--- config.mk ---
export PLATFORM = sky130hd
export DESIGN_NAME = gf2_127_field_arith_unit_top
export DESIGN_NICKNAME = d
export VERILOG_FILES = /design/src/rtl/gf127_pkg.sv /design/src/rtl/gf2_127_field_arith_unit_top.sv
export SDC_FILE = /design/constraint.sdc
export NUM_CORES = 2
export LEC_CHECK = 0
export ABC_AREA = 1
export ABC_CLOCK_PERIOD_IN_PS = 24200
export BUFFER_PORTS_ARGS = -buffer_cell sky130_fd_sc_hd__buf_2
export CAP_MARGIN = 15
export CORE_ASPECT_RATIO = 1.75
export CORE_MARGIN = 3
export CORE_UTILIZATION = 45
export DETAILED_ROUTE_END_ITERATION = 10
export MAX_ROUTING_LAYER = met4
export RECOVER_POWER = 50
export SLEW_MARGIN = 10
export SYNTH_ARGS = -nofsm -noshare
export SYNTH_HDL_FRONTEND = slang
export SYNTH_SLANG_ARGS = --single-unit
--- constraint.sdc ---
create_clock -name i_clk -period 24.2 [get_ports i_clk]
set_input_delay 2.42 -clock i_clk [delete_from_list [all_inputs] [get_ports i_clk]]
set_output_delay 2.42 -clock i_clk [all_outputs]
set_load 0.1 [all_outputs]
--- src/rtl/gf127_pkg.sv ---
// Package for the GF(2^127) arithmetic unit: widths, command codes,
// the inversion chain table and the narrow field functions it needs.
// No dependencies.
package gf127_pkg;

    localparam int F_W     = 127;
    localparam int DIG_W   = 8;
    localparam int SH_W    = 128;
    localparam int NUM_DIG = SH_W / DIG_W;
    localparam int DIG_CW  = $clog2(NUM_DIG);
    localparam int STEP_W  = 4;
    localparam int NSQ_W   = 6;
    localparam int IN_W    = 256;
    localparam int OUT_W   = 128;

    localparam logic [1:0] CMD_MUL = 2'd0;
    localparam logic [1:0] CMD_SQR = 2'd1;
    localparam logic [1:0] CMD_INV = 2'd2;

    // Multiplicand of one chain step.
    typedef enum logic [2:0] {
        MS_A, MS_START, MS_X6, MS_X24, MS_X30, MS_NONE
    } t_msel;

    // Where the result of a step is also kept.
    typedef enum logic [1:0] {
        SV_NONE, SV_X6, SV_X24, SV_X30
    } t_save;

    typedef struct packed {
        logic             src_x24;
        logic [NSQ_W-1:0] nsq;
        t_msel            msel;
        t_save            save;
    } t_inv_step;

    // Itoh-Tsujii chain 1,2,3,6,12,24,30,48,96,126 and a closing squaring.
    function automatic t_inv_step inv_step(input logic [STEP_W-1:0] idx);
        t_inv_step s;
        case (idx)
            4'd0:    s = '{1'b0, 6'd1,  MS_A,     SV_NONE};
            4'd1:    s = '{1'b0, 6'd1,  MS_A,     SV_NONE};
            4'd2:    s = '{1'b0, 6'd3,  MS_START, SV_X6};
            4'd3:    s = '{1'b0, 6'd6,  MS_START, SV_NONE};
            4'd4:    s = '{1'b0, 6'd12, MS_START, SV_X24};
            4'd5:    s = '{1'b0, 6'd6,  MS_X6,    SV_X30};
            4'd6:    s = '{1'b1, 6'd24, MS_X24,   SV_NONE};
            4'd7:    s = '{1'b0, 6'd48, MS_START, SV_NONE};
            4'd8:    s = '{1'b0, 6'd30, MS_X30,   SV_NONE};
            default: s = '{1'b0, 6'd1,  MS_NONE,  SV_NONE};
        endcase
        return s;
    endfunction

    // Reduce a polynomial of degree up to 252 modulo z^127 + z^63 + 1 in two folds.
    function automatic logic [F_W-1:0] gf_fold(input logic [252:0] w);
        logic [125:0] h;
        logic [61:0]  g;
        logic [F_W-1:0] r;
        h = w[252:127];
        g = h[125:64];
        r = w[126:0] ^ {1'b0, h} ^ {h[63:0], 63'b0};
        r = r ^ {65'b0, g} ^ {2'b0, g, 63'b0};
        return r;
    endfunction

    // Squaring is linear: spread the bits apart, then reduce.
    function automatic logic [F_W-1:0] gf_sqr(input logic [F_W-1:0] x);
        logic [252:0] w;
        w = '0;
        for (int i = 0; i < F_W; i++) begin
            w[2*i] = x[i];
        end
        return gf_fold(w);
    endfunction

    // One digit of a most-significant-digit-first multiply: acc*z^8 + m*d.
    function automatic logic [F_W-1:0] gf_mul_step(input logic [F_W-1:0] acc,
                                                   input logic [F_W-1:0] m,
                                                   input logic [DIG_W-1:0] d);
        logic [F_W+DIG_W-1:0] p;
        p = {acc, {DIG_W{1'b0}}};
        for (int j = 0; j < DIG_W; j++) begin
            p = p ^ (({{DIG_W{1'b0}}, m} << j) & {(F_W+DIG_W){d[j]}});
        end
        return gf_fold({118'b0, p});
    endfunction

endpackage

--- src/rtl/gf2_127_field_arith_unit_top.sv ---
// Top level of the GF(2^127) arithmetic unit: sequencer, combinational squarer
// and an 8-bit digit-serial multiplier. Depends on gf127_pkg.
//
// Multiply works through the 16 digits of operand a, between the load and the
// hand-off; square does a single squaring, the unused command hands over zero,
// and invert does 132 squarings (131 in the chain and the closing one), 9
// multiplies, one setup state per chain step (10) and the load and hand-off.
// One item is worked at a time; the result register lets a finished result wait
// while a new item is taken, and a finished item waits while the result register
// still holds an untaken beat.
module gf2_127_field_arith_unit_top (
    input  logic                           i_clk,
    input  logic                           i_rst_n,
    input  logic                           i_s_tvalid,
    output logic                           o_s_tready,
    // cmd[1:0], a_lo[65:2], a_hi[128:66], b_lo[192:129], b_hi[255:193]
    input  logic [gf127_pkg::IN_W-1:0]     i_s_tdata,
    output logic                           o_m_tvalid,
    input  logic                           i_m_tready,
    // r_lo[63:0], r_hi[126:64], zero in bit 127
    output logic [gf127_pkg::OUT_W-1:0]    o_m_tdata
);

    typedef enum logic [2:0] {ST_IDLE, ST_NEXT, ST_SQ, ST_MUL, ST_FIN} t_state;
    typedef enum logic [1:0] {MD_MUL, MD_SQR, MD_INV} t_mode;

    t_state                              r_state;
    t_mode                               r_mode;
    logic [gf127_pkg::F_W-1:0]           r_cur, r_m, r_acc, r_a, r_x6, r_x24, r_x30;
    logic [gf127_pkg::SH_W-1:0]          r_sh;
    logic [gf127_pkg::STEP_W-1:0]        r_step;
    logic [gf127_pkg::NSQ_W-1:0]         r_cnt;
    logic [gf127_pkg::DIG_CW-1:0]        r_dig;
    logic                                r_ovalid;
    logic [gf127_pkg::F_W-1:0]           r_out;

    gf127_pkg::t_inv_step                n_stp;
    logic [gf127_pkg::F_W-1:0]           n_sq, n_acc, n_src;
    logic                                n_in_acc;
    logic                                n_fin_go;

    // Narrow datapath pieces shared by all states.
    always_comb begin
        n_stp    = gf127_pkg::inv_step(r_step);
        n_sq     = gf127_pkg::gf_sqr(r_cur);
        n_acc    = gf127_pkg::gf_mul_step(r_acc, r_m,
                       r_sh[gf127_pkg::SH_W-1 -: gf127_pkg::DIG_W]);
        n_src    = n_stp.src_x24 ? r_x24 : r_cur;
        n_in_acc = i_s_tvalid && (r_state == ST_IDLE);
        n_fin_go = (r_state == ST_FIN) && (!r_ovalid || i_m_tready);
    end

    assign o_s_tready = (r_state == ST_IDLE);
    assign o_m_tvalid = r_ovalid;
    assign o_m_tdata  = {1'b0, r_out};

    // Sequencer, datapath registers and result register.
    always_ff @(posedge i_clk) begin
        if (!i_rst_n) begin
            r_state  <= ST_IDLE;
            r_mode   <= MD_MUL;
            r_step   <= '0;
            r_cnt    <= '0;
            r_dig    <= '0;
            r_ovalid <= 1'b0;
        end else begin
            // The result beat is raised by a finished item and dropped once taken.
            if (n_fin_go) begin
                r_ovalid <= 1'b1;
            end else if (i_m_tready) begin
                r_ovalid <= 1'b0;
            end
            case (r_state)
                ST_IDLE: begin
                    if (n_in_acc) begin
                        r_a    <= i_s_tdata[128:2];
                        r_step <= '0;
                        case (i_s_tdata[1:0])
                            gf127_pkg::CMD_MUL: begin
                                r_mode  <= MD_MUL;
                                r_cur   <= i_s_tdata[128:2];
                                r_sh    <= {1'b0, i_s_tdata[128:2]};
                                r_m     <= i_s_tdata[255:129];
                                r_acc   <= '0;
                                r_dig   <= '0;
                                r_state <= ST_MUL;
                            end
                            gf127_pkg::CMD_SQR: begin
                                r_mode  <= MD_SQR;
                                r_cur   <= i_s_tdata[128:2];
                                r_cnt   <= 6'd1;
                                r_state <= ST_SQ;
                            end
                            gf127_pkg::CMD_INV: begin
                                r_mode  <= MD_INV;
                                r_cur   <= i_s_tdata[128:2];
                                r_state <= ST_NEXT;
                            end
                            default: begin
                                r_cur   <= '0;
                                r_state <= ST_FIN;
                            end
                        endcase
                    end
                end
                ST_NEXT: begin
                    // Start one chain step: pick its source and multiplicand.
                    r_cur <= n_src;
                    r_cnt <= n_stp.nsq;
                    case (n_stp.msel)
                        gf127_pkg::MS_A:   r_m <= r_a;
                        gf127_pkg::MS_X6:  r_m <= r_x6;
                        gf127_pkg::MS_X24: r_m <= r_x24;
                        gf127_pkg::MS_X30: r_m <= r_x30;
                        default:           r_m <= n_src;
                    endcase
                    r_state <= ST_SQ;
                end
                ST_SQ: begin
                    r_cur <= n_sq;
                    r_cnt <= r_cnt - 6'd1;
                    if (r_cnt == 6'd1) begin
                        if (r_mode == MD_SQR || n_stp.msel == gf127_pkg::MS_NONE) begin
                            r_state <= ST_FIN;
                        end else begin
                            r_sh    <= {1'b0, n_sq};
                            r_acc   <= '0;
                            r_dig   <= '0;
                            r_state <= ST_MUL;
                        end
                    end
                end
                ST_MUL: begin
                    r_acc <= n_acc;
                    r_sh  <= r_sh << gf127_pkg::DIG_W;
                    r_dig <= r_dig + 1'b1;
                    if (r_dig == gf127_pkg::DIG_CW'(gf127_pkg::NUM_DIG - 1)) begin
                        r_cur <= n_acc;
                        if (r_mode == MD_INV) begin
                            case (n_stp.save)
                                gf127_pkg::SV_X6:  r_x6  <= n_acc;
                                gf127_pkg::SV_X24: r_x24 <= n_acc;
                                gf127_pkg::SV_X30: r_x30 <= n_acc;
                                default: ;
                            endcase
                            r_step  <= r_step + 1'b1;
                            r_state <= ST_NEXT;
                        end else begin
                            r_state <= ST_FIN;
                        end
                    end
                end
                ST_FIN: begin
                    // Hand the result over once the result register is free.
                    if (n_fin_go) begin
                        r_out   <= r_cur;
                        r_state <= ST_IDLE;
                    end
                end
                default: r_state <= ST_IDLE;
            endcase
        end
    end

endmodule

==> reports/metrics.cfg <==
[layout]
multiInputGateArea_sq_mm = 0.02558
regArea_sq_mm = 0.03499
stdcell_area_sq_mm = 0.07194
utilization = 0.4992
n_fill_cell = 13481
final_layout_size_suffix_gt1_frac = 0.08355
syn2layout_area_growth_pct = 9.901
nets = 7593

[worst_setup_path]
cp_max_fo = 120
crit_path_end_kind = flop
critPathLaunchType = flop
critPathRequiredTime_ns = 24.67
critPathKind = reg -> reg
worst-r2r-setup-slack_ns = 11.60
critPathArrivalTime_ns = 13.08

[global_routing]
antenna_found_initial = 19
grt_util_all_layers = 0.3544
grt_max_degree = 147
overflow = 0
grt_pass1_wl_microns = 370600
grt_pass1_vias = 52449

[timing]
drv_slew = 990
worst_slack_ns = 11.60
fmax_mhz = 79.34
min_period_over_period = 0.5209
worstMarginPinSlew_ns = 9.054
fin_setup_tns_ns = 0
setup_viol = 0
skew_ns = 0.05966
rsz0062_at_grt = false
hold_slack_ns = 0.4605
finalCriticalPeriod_ns = 12.60
relSlewSlack = -5.036
finalHoldViolations = 0

[cts]
cts.sinks = 1176
cts_setup_buffers = 0
clockBufferDepth = 3
cts_tree = yes
worstSkewPairLatency_ns = 0.78
cts.clk_slew.worst_paths_ns = 0.07
htree_levels = 3
tritoncts.num_buffers = 111
post_cts_resized = 0
postCtsHoldBufs = 0
clock_tree.root_cell = clkbuf_16

[yosys]
synth_edf_count = 1144
synth_top_area_cell = edfxtp_1
synthTopCellsByArea = edfxtp_1 52%, nand2_1 13%, xnor2_1 8.2%
synthesis.nets = 7489
async_flop_share = 0
synth.top_cell.area_share = 0.5248
syn_inst = 7220
syn_area_sq_mm = 0.06546
yosysMostFrequentCell = nand2_1
synth-seq-cells = 1176
seq_area_frac_synth = 0.5346
synth_common_cells = 2291 x nand2_1, 1144 x edfxtp_1, 744 x inv_1
yosysWarnings = 0
synth-main-ff-cell = edfxtp_1
post_synth.cell_area_avg_sq_um = 9.066
ys_types = 47

[pwr]
power_density_mw_per_mm2 = 135.2
ir_drop_mv = 0.1262
power_leakage_nw = 29.73

[detailed_routing]
wl_per_cell_microns = 28.35
drt_iter0_markers = 6013
routed_wl_microns = 263700
ant_nets = 0
drcViolationCount = 0
num_vias = 54741
dr.pass1.iters = 6
routed_via_density = 5.887

[die]
die_w_microns = 294.3
fp.dieH_microns = 510.5
die_area_sq_mm = 0.1503
core_area_sq_mm = 0.1441
initial_utilization = 0.4542
ios = 390
core.rowCount = 184

[place]
port_buffers = 388
post-place-ws_ns = 18.58
dpl_cell_area_sq_mm = 0.06850
place_congestion = 0.9807
dp_hpwl_microns = 175500

[min_path]
hold_path_class = reg -> reg

[run_status]
violations = max-capacitance violations, max-slew violations
status = finished with violations

[flow_run]
max_cap_viol_count = 18

worst max-delay path: stages (launching register included):
cell	delay [ns]
dfxtp_1	0.40
nand2_1	0.17
nor2_4	0.10
clkbuf_1	5.59
inv_1	1.18
nand2_1	0.36
clkinvlp_2	1.64
clkbuf_1	1.86
a221o_1	0.89
cell usage in the layout (no fill, tap or decap), types with 32 or more instances in the layout:
cell / netlist / final
a2bb2oi_1: 127 / 127
or2_0: 0 / 49
buf_4: 9 / 43
nand4_1: 55 / 56
nand2_1: 2291 / 2290
dfxtp_1: 32 / 32
edfxtp_1: 1144 / 1144
or2_2: 97 / 97
clkbuf_1: 285 / 157
xor2_1: 109 / 109
clkbuf_16: 0 / 113
a221o_1: 46 / 46
a21oi_1: 243 / 245
a221oi_1: 129 / 129
nand3_1: 634 / 638
nor2_1: 135 / 132
xnor2_1: 615 / 625
inv_1: 744 / 744
buf_2: 113 / 259
o21ai_0: 211 / 212
where the power goes:
group          internal (mW)  switching, mW  total, mW  leakage, nW
Sequential              3.05          0.546       3.59         10.8
Clock                   1.06          0.844       1.90         1.85
Combinational           1.35           2.88       4.23         17.1
area by class of cell:
type                    count  share of cell area
flip-flops and latches   1176              0.4864
multi-input cells        4828              0.3556
clock buffers             123             0.03983
inverters                 750             0.03936
repair buffers            457             0.03240
well taps                1860             0.03235
clock inverters            87             0.01343
diodes                     18           0.0006261
worst paths after layout:
path / start / end / cells after the start
max: r_state[1] / r_sh[85] / 8
min: r_cur[40] / r_out[40] / 0
max reg2reg: r_state[1] / r_sh[85] / 8
min reg2reg: r_cur[40] / r_out[40] / 0
flip-flops by register name, summed over array words and instances, names as in the netlist:
signal      cells
r_sh          128
r_a           127
r_acc         127
r_cur         127
r_m           127
r_out         127
r_x24         127
r_x30         127
r_x6          127
n_stp          12
r_cnt           6
r_dig           4
r_step          4
r_state         3
r_mode          2
o_m_tvalid      1
routing by layer:
layer	routed length [microns]	global-route usage
met5	0	-
met3	23360	0.06297
met2	125400	0.5708
met1	90330	0.3917
met4	24600	0.2709
logic make-up (layout without fill, tap and decap cells):
| group | count (synthesis) | in the layout | share of synthesized area |
|---|---|---|---|
| AO/OA/AOI/OAI | 774 | 774 | 0.07831 |
| XOR/XNOR | 734 | 734 | 0.09936 |
| adder cells (fa/ha/maj) | 9 | 9 | 0.001720 |
| buffers and inverters | 1216 | 1417 | 0.07351 |
| flip-flops | 1176 | 1176 | 0.5346 |
| other | 1 | 19 | 0.00005729 |
| AND/OR/NAND/NOR | 3310 | 3310 | 0.2124 |
per-stage QoR:
stage / std cells / power, mW
detailed placement: 9071 / 7.730
global route: 9295 / 10.18
finish: 9299 / 9.724
floorplan: 7220 / 6.331
CTS: 9281 / 9.630
global placement: 9071 / 7.626
Power figures use the tool's default switching activity.
